$ cat config.mk
export PLATFORM = sky130hd
export DESIGN_NAME = mgpp_correct
export DESIGN_NICKNAME = d
export VERILOG_FILES = /design/src/rtl/mac_grid_pressure_projection_macros.svh /design/src/rtl/mgpp_pkg.sv /design/src/rtl/mgpp_correct.sv
export SDC_FILE = /design/constraint.sdc
export NUM_CORES = 2
export LEC_CHECK = 0
export BUFFER_PORTS_ARGS = -buffer_cell sky130_fd_sc_hd__buf_2
export CAP_MARGIN = 20
export CORE_MARGIN = 8
export CORE_UTILIZATION = 60
export CTS_CLUSTER_DIAMETER = 80
export DETAILED_ROUTE_END_ITERATION = 7
export GPL_TIMING_DRIVEN = 0
export HOLD_SLACK_MARGIN = 0.1
export PLACE_DENSITY = 0.81
export SLEW_MARGIN = 20
export SYNTH_ARGS = -nofsm -noshare
export SYNTH_HDL_FRONTEND = slang
export SYNTH_SLANG_ARGS = --single-unit
$ cat constraint.sdc
create_clock -name clock -period 8.86 [get_ports clock]
set_input_delay 1.772 -clock clock [delete_from_list [all_inputs] [get_ports clock]]
set_output_delay 1.772 -clock clock [all_outputs]
set_load 0.005 [all_outputs]
$ cat src/rtl/mac_grid_pressure_projection_macros.svh
// assertion macros for the mac grid pressure projection block
// used by the top level; relies on the clock and reset names of that module
`ifndef MAC_GRID_PRESSURE_PROJECTION_MACROS_SVH
`define MAC_GRID_PRESSURE_PROJECTION_MACROS_SVH

`ifndef ASSERT_OFF

`define MGPP_ASSERT(label, prop, msg) \
   label: assert property (@(posedge clock) disable iff (reset) (prop)) else $error(msg);

`define MGPP_ASSERT_IMP(label, cond, prop, msg) \
   label: assert property (@(posedge clock) disable iff (reset) (cond) |-> (prop)) \
      else $error(msg);

`define MGPP_ASSERT_NEXT(label, cond, prop, msg) \
   label: assert property (@(posedge clock) disable iff (reset) (cond) |=> (prop)) \
      else $error(msg);

`else

`define MGPP_ASSERT(label, prop, msg)

`define MGPP_ASSERT_IMP(label, cond, prop, msg)

`define MGPP_ASSERT_NEXT(label, cond, prop, msg)

`endif

`endif

$ cat src/rtl/mgpp_pkg.sv
// shared types and constants of the mac grid pressure projection block
// no dependencies
package mgpp_pkg;

   localparam int DATA_W  = 32;
   localparam int SCALE_W = 32;
   localparam int DIM_W   = 11;
   localparam int FRAC_W  = 24;
   localparam int PROD_W  = DATA_W + SCALE_W;
   localparam int Q_W     = PROD_W + 1 - FRAC_W;
   localparam int CSR_AW  = 2;
   localparam int CSR_DW  = 32;

   localparam logic [CSR_AW-1:0] CSR_GRID_WIDTH  = 2'd0;
   localparam logic [CSR_AW-1:0] CSR_GRID_HEIGHT = 2'd1;
   localparam logic [CSR_AW-1:0] CSR_GRAD_SCALE  = 2'd2;

   localparam logic [DIM_W-1:0] GRID_DIM_RESET = 11'd64;

   localparam logic [PROD_W:0] ROUND_HALF = (PROD_W+1)'(1) << (FRAC_W - 1);

   typedef struct packed {
      logic mag_load;
      logic prod_load;
      logic out_load;
   } adv_type;

endpackage

$ cat src/rtl/mgpp_correct.sv
// one face of the gradient correction: difference, multiply, round and saturate
// three register stages; uses mgpp_pkg
module mgpp_correct (
   input  logic                           clock,
   input  mgpp_pkg::adv_type              adv,
   input  logic [mgpp_pkg::SCALE_W-1:0]   scale,
   input  logic [mgpp_pkg::DATA_W-1:0]    pressure,
   input  logic [mgpp_pkg::DATA_W-1:0]    ref_pressure,
   input  logic [mgpp_pkg::DATA_W-1:0]    vel,
   input  logic                           bypass,
   output logic [mgpp_pkg::DATA_W-1:0]    vel_out
);

   localparam int DW = mgpp_pkg::DATA_W;
   localparam int PW = mgpp_pkg::PROD_W;
   localparam int QW = mgpp_pkg::Q_W;
   localparam int RW = QW + 2;

   logic [DW:0]   diff;
   logic [DW:0]   diff_abs;
   logic [DW-1:0] mag_ff;
   logic          neg_a_ff;
   logic [DW-1:0] vel_a_ff;
   logic          byp_a_ff;

   logic [PW-1:0] prod_ff;
   logic          neg_b_ff;
   logic [DW-1:0] vel_b_ff;
   logic          byp_b_ff;

   logic [PW:0]   rnd_sum;
   logic [QW-1:0] quot;
   logic [RW-1:0] corr;
   logic [RW-1:0] vel_ext;
   logic [RW-1:0] res;
   logic [DW-1:0] sat;
   logic [DW-1:0] out_in;
   logic [DW-1:0] out_ff;

   // magnitude of the exact 33-bit difference fits in 32 bits
   assign diff     = {pressure[DW-1], pressure} - {ref_pressure[DW-1], ref_pressure};
   assign diff_abs = diff[DW] ? (~diff + (DW+1)'(1)) : diff;

   assign rnd_sum = {1'b0, prod_ff} + mgpp_pkg::ROUND_HALF;
   assign quot    = rnd_sum[PW:mgpp_pkg::FRAC_W];
   assign corr    = neg_b_ff ? (~{2'b00, quot} + RW'(1)) : {2'b00, quot};
   assign vel_ext = {{(RW-DW){vel_b_ff[DW-1]}}, vel_b_ff};
   assign res     = vel_ext - corr;

   always_comb begin
      if (!res[RW-1] && (res[RW-2:DW-1] != '0)) begin
         sat = {1'b0, {(DW-1){1'b1}}};
      end else if (res[RW-1] && (res[RW-2:DW-1] != '1)) begin
         sat = {1'b1, {(DW-1){1'b0}}};
      end else begin
         sat = res[DW-1:0];
      end
      out_in = byp_b_ff ? vel_b_ff : sat;
   end

   always_ff @(posedge clock) begin
      if (adv.mag_load) begin
         mag_ff   <= diff_abs[DW-1:0];
         neg_a_ff <= diff[DW];
         vel_a_ff <= vel;
         byp_a_ff <= bypass;
      end
      if (adv.prod_load) begin
         prod_ff  <= mag_ff * scale;
         neg_b_ff <= neg_a_ff;
         vel_b_ff <= vel_a_ff;
         byp_b_ff <= byp_a_ff;
      end
      if (adv.out_load) begin
         out_ff <= out_in;
      end
   end

   assign vel_out = out_ff;

endmodule

# Word-level counts from Yosys, hierarchy flattened
# Cells that the tools add are included.
[classes]
n_addsub = 5
multipliers = 1
n_div = 0
magnitude_cmp = 0
n_eq_ne = 1
shifts = 0
mux = 5
n_bitwise = 2
n_reduce_logical = 4
[op_table]
columns = ["cell", "n"]
rows = [
  ["32-bit two-way mux", 4],
  ["64-bit by 24-bit adder with 65-bit output (second input constant)", 1],
  ["32-bit by 32-bit multiplier with 64-bit output", 1],
  ["43-bit by 1-bit adder with 43-bit output (second input constant)", 1],
  ["43-bit two-way mux", 1],
  ["41-bit NOT with 43-bit output", 1],
  ["43-bit subtractor", 1],
  ["32-bit by 32-bit subtractor with 33-bit output", 1],
  ["32-bit by 1-bit adder with 32-bit output (second input constant)", 1],
  ["32-bit NOT", 1],
  ["11-bit inequality test (second input constant)", 1],
  ["11-bit nonzero test", 1],
  ["1-bit logical AND", 2],
  ["1-bit zero test", 1],
]
[totals]
reg_bits = 196
latchBits = 0
ramBits = 0
mem_bits_ro = 0
in_bits = 133
output_inout_bits = 32
word_cells = 27
mem_count = 0

# Depth between registers and ports, before layout
[depth]
ltp_word = 10
ltp_mapped = 30
depth_no_buf = 29

# Worst setup path after synthesis
# OpenSTA, ideal clock, no wires.
[synth_path]
path_type = "input -> register"
from = "input port scale[2] (netlist bit)"
to = "register prod_ff[63], data pin"
setup_ns = 0.260
arrival_ns = 8.619
required_time_ns = 8.600
slack_ns = -0.019
cell_stages = 28
path_buffers = 1
path_cell_list = "clkbuf_1 > and2_1 > fa_1 > inv_1 > fa_1 > fa_1 > fa_1 > inv_1 > fa_1 > inv_1 > fa_1 > inv_1 > fa_1 > inv_1 > fa_1 > inv_1 > ha_1 > o21a_1 > o21bai_1 > a21o_1 > a31oi_1 > a41oi_1 > o21ai_0 > a21oi_1 > and2_1 > o31ai_1 > a21oi_1 > xnor2_1"
[synth_between]
elab_chain_cells = 1
[synth_rtl]
columns = ["element", "line", "rtl"]
rows = [
  ["start: declaration", "mgpp_correct.sv:6", "input logic [mgpp_pkg::SCALE_W-1:0] scale,"],
  ["32-bit by 32-bit multiplier with 64-bit output", "mgpp_correct.sv:69", "prod_ff <= mag_ff * scale;"],
  ["end signal: assignment", "mgpp_correct.sv:69", ""],
  ["end: declaration", "mgpp_correct.sv:26", "logic [PW-1:0] prod_ff;"],
]
# No other way between the ends.
# A chain may end at the register's enable or synchronous reset.

# Worst setup path after layout
[layout_path]
from = "input port scale[13] (netlist bit)"
to = "register prod_ff[60], data pin"
# Same word-level chain as after synthesis.

==> impl_results.md <==
* # fillers at ~6300
* Largest cells by area after synthesis: fa_1, edfxtp_1, ha_1, and2_1, inv_1
* Slew HR at 0.0967
* R2R cell count at 27
* Most common flop cell mapped by yosys: edfxtp_1
* Pre-Repair DR Iteration Count at 6
* Net count after synthesis at roughly 6300
* Setup crit end kind: flop
* Simple-gate share of the synthesized area at 0.184
* Max-cap violation count at 0
* Area delta synth->final at 7.90%
* Met2 usage at 0.586
* Post-Synth XOR/XNOR Area at 0.0397
* Register area at between 5000 and 6000 µm²
* Hold Buf Count CTS at 0
* Post-Place Cells at approximately 6100
* #FFs+latches synth at about 170
* Largest family of logic cells by synthesized area: adder cells
* Layout Nets at 6518
* Sequential element share of the synthesized area at 0.114
* First-pass GRT wire length at between 200000 and 250000 µm
* Final core utilization at 0.651
* Distinct cell type count after synthesis at 86
* Number of antenna violations at the first check in global routing at 18
* Placer Congestion at 1.03
* DP Worst Slack at -2.07 ns
* Clk_lat worst skew at roughly 0.53 ns
* Final std cells w/o fill at roughly 6200
* Met3 Use GR at 0.128
* Worst setup path class: input port to flop
* Worst setup SP type: input port
* Mux contribution to synthesized area at 0.00186
* Row cnt at 101
* PortBufs at about 160
* RSZ-0062 raised after global routing: true
* Die X at about 290 µm
* Worst setup path start: scale[13]
* Largest area contributor in the netlist: fa_1
* Synth Instances at approximately 5000
* Clock tree buffer depth at 2
* Via Count at roughly 37000
* CP arrival at just over 9 ns
* Final Worst Setup Slack at ~0.097 ns
* Crit path max fanout at 10
* IO Count at around 170
* Final Hold Vio Count at 0
* Max Clock Skew at about 0.036 ns
* Die Area at 85200 µm²
* Layout cells sized above 1 at 0.0809
* Worst r2r src: mag_ff[8]$_DFFE_PP_
* Post-route DRC at 0
* Starting Density at 0.603
* Reg-to-reg endpoint: prod_ff[60]$_DFFE_PP_
* GRT busiest layer: met2
* All-Layer GR Usage at 0.381
* Syn. warnings at 0
* CTS H-tree lvls at 4
* Footprint of the multi-input gates at roughly 36000 µm²
* Core box area at 75700 µm²
* Adder-cell share of the synthesized area at 0.486
* Class of the worst hold path: flop to flop
* Fmax at 114 MHz
* Met1 usage at 0.468
* Average wire per standard cell at 26.4 µm
* Tcrit/Tclk final at 0.989
* Reg2Reg Setup Slack at ~0.27 ns
* # clock sinks at 173
* Die Y at 292 µm
* Clk root buf: clkbuf_16
* DP HPWL at between 100000 and 150000 µm
* Required time worst endpoint at approximately 9.1 ns
* Vias in the first global route at about 38000
* Min Tclk post-route at 8.76 ns
* Syn avg cell area at roughly 9.2 µm²
* Synth Area in Compound Gates at 0.0752
* Top cell type's share of synthesized area at 0.393
* Reg clk slew, reported paths at 0.10 ns
* Max Slew Vio Count at 0
* Post-synth EDFFs at roughly 170
* Asr flop ratio synth at 0
* CTS tree: built
* Final hold slack at approximately 0.4 ns
* Cell Area, Synth at 45700 µm²
* Worst setup path end: prod_ff[60]$_DFFE_PP_
* Measured slew at the worst slew-check pin at roughly 1.4 ns
* Setup violations, final at 0
* Overflow after GRT at 0
* DR vias/cell at between 6 and 7
* Largest net degree at the start of global routing at 45
* DRT iter0 DRCs at 3385
* Num CTS Buffers at 17
* Antenna Nets Post-Route at 0
* Final wirelength at 163000 µm
* Status: completed
[worst min-delay path by stage]
stage | startpoint | end | slack, ns | cells after the start
floorplan | byp_a_ff$_DFFE_PP_ | byp_b_ff$_DFFE_PP_ | 0.40 | 0
global placement | vel_a_ff[26]$_DFFE_PP_ | vel_b_ff[26]$_DFFE_PP_ | 0.40 | 0
detailed placement | vel_a_ff[2]$_DFFE_PP_ | vel_b_ff[2]$_DFFE_PP_ | 0.40 | 0
CTS | neg_a_ff$_DFFE_PP_ | neg_b_ff$_DFFE_PP_ | 0.41 | 0
global route | neg_a_ff$_DFFE_PP_ | neg_b_ff$_DFFE_PP_ | 0.40 | 0
finish | neg_a_ff$_DFFE_PP_ | neg_b_ff$_DFFE_PP_ | 0.40 | 0
[logic make-up (layout without fill, tap and decap cells)]
family                     after synthesis  after routing
and+or+nand+nor                       1598           1598
adders and majority gates             1234           1234
buffers and inverters                 1199           1411
AOI/OAI and AO/OA                      533            533
xor gates and xnor gates               207            207
DFF                                    173            173
muxes                                    8              8
other                                    0             14
[critical path, stage by stage]
cell	delay, ns
clkbuf_4	0.22
clkbuf_8	0.24
and2_1	0.16
fa_1	0.46
fa_2	0.67
inv_1	0.08
fa_2	0.49
fa_1	0.51
inv_1	0.05
fa_1	0.57
fa_2	0.46
fa_2	0.54
fa_2	0.44
ha_1	0.22
a21o_1	0.16
a21o_1	0.19
a21oi_4	0.20
o2111ai_4	0.21
a41oi_4	0.33
o21ai_4	0.12
a21oi_4	0.32
o21a_1	0.22
nand2b_1	0.10
a21oi_1	0.19
xnor2_1	0.08
[registers in the layout, indices dropped and copies added, names as in the netlist]
register	flops
neg_b_ff	1
byp_b_ff	1
vel_out	32
vel_b_ff	32
mag_ff	32
vel_a_ff	32
byp_a_ff	1
neg_a_ff	1
prod_ff	41
[metrics by stage]
stage | instance area, µm² | TNS [ns]
CTS | 48800 | 0
finish | 49300 | 0
global placement | 47700 | -53.03
floorplan | 45700 | 0
detailed placement | 47800 | -54.18
global route | 49200 | -0.180
[routing by layer]
metal,wire length [µm],up-vias
met4,11500,16
met1,58400,18300
met2,71000,2350
met3,21700,530
met5,99,-
li1,-,15800
[synth_stat cells (7+ instances only)]
cell       count
nor4_1        16
a31oi_1       30
o21bai_1      17
a21boi_0       7
o31ai_1       16
or3_1         15
nand4_1       50
a21oi_1      171
nand3_1       48
nor3_1        38
a211oi_1      15
edfxtp_1     173
and2_1       606
o21ai_0       96
o21a_1        14
o211ai_1      16
nor2b_1       40
nand2_1      573
buf_2         15
fa_1         897
clkbuf_1     232
xnor2_1      131
nand2b_1      20
o2111ai_1      8
inv_1        942
xor2_1        76
a21o_1        67
nand3b_1      12
and4_1        17
and3_1        22
nor2_1       105
ha_1         337
[cell type report]
| cell class | count | share of cell area |
|---|---|---|
| multi-input combinational | 3580 | 0.736 |
| sequential | 173 | 0.105 |
| inverter | 944 | 0.0719 |
| buffer | 255 | 0.0276 |
| tap | 978 | 0.0248 |
| timing repair buffer | 180 | 0.0213 |
| clock buffer | 18 | 0.00871 |
| clock inverter | 14 | 0.00345 |
| antenna | 14 | 0.000711 |
[cell usage in the layout (no fill, tap or decap), types with 15 or more instances in the layout]
cell       instances
inv_1            941
fa_1             883
and2_1           603
nand2_1          573
ha_1             330
buf_2            180
edfxtp_1         173
a21oi_1          160
clkbuf_1         144
xnor2_1          131
nor2_1           104
o21ai_0           93
xor2_1            76
a21o_1            67
nand4_1           50
nand3_1           48
nor2b_1           40
nor3_1            37
clkbuf_2          36
buf_4             32
a31oi_1           25
and3_1            22
clkbuf_16         20
nand2b_1          20
and4_1            17
o21bai_1          17
clkbuf_4          16
nor4_1            16
o211ai_1          16
or3_1             15
[repair_timing]
action	in CTS	in global routing
buffers inserted	0	12
setup endpoints to repair	36	25
gates cloned	0	2
gates resized for setup	140	177
pin swaps	5	28
Power is not shown: default switching activity piles up to over one toggle a cycle in this logic, so the estimate is an artifact.
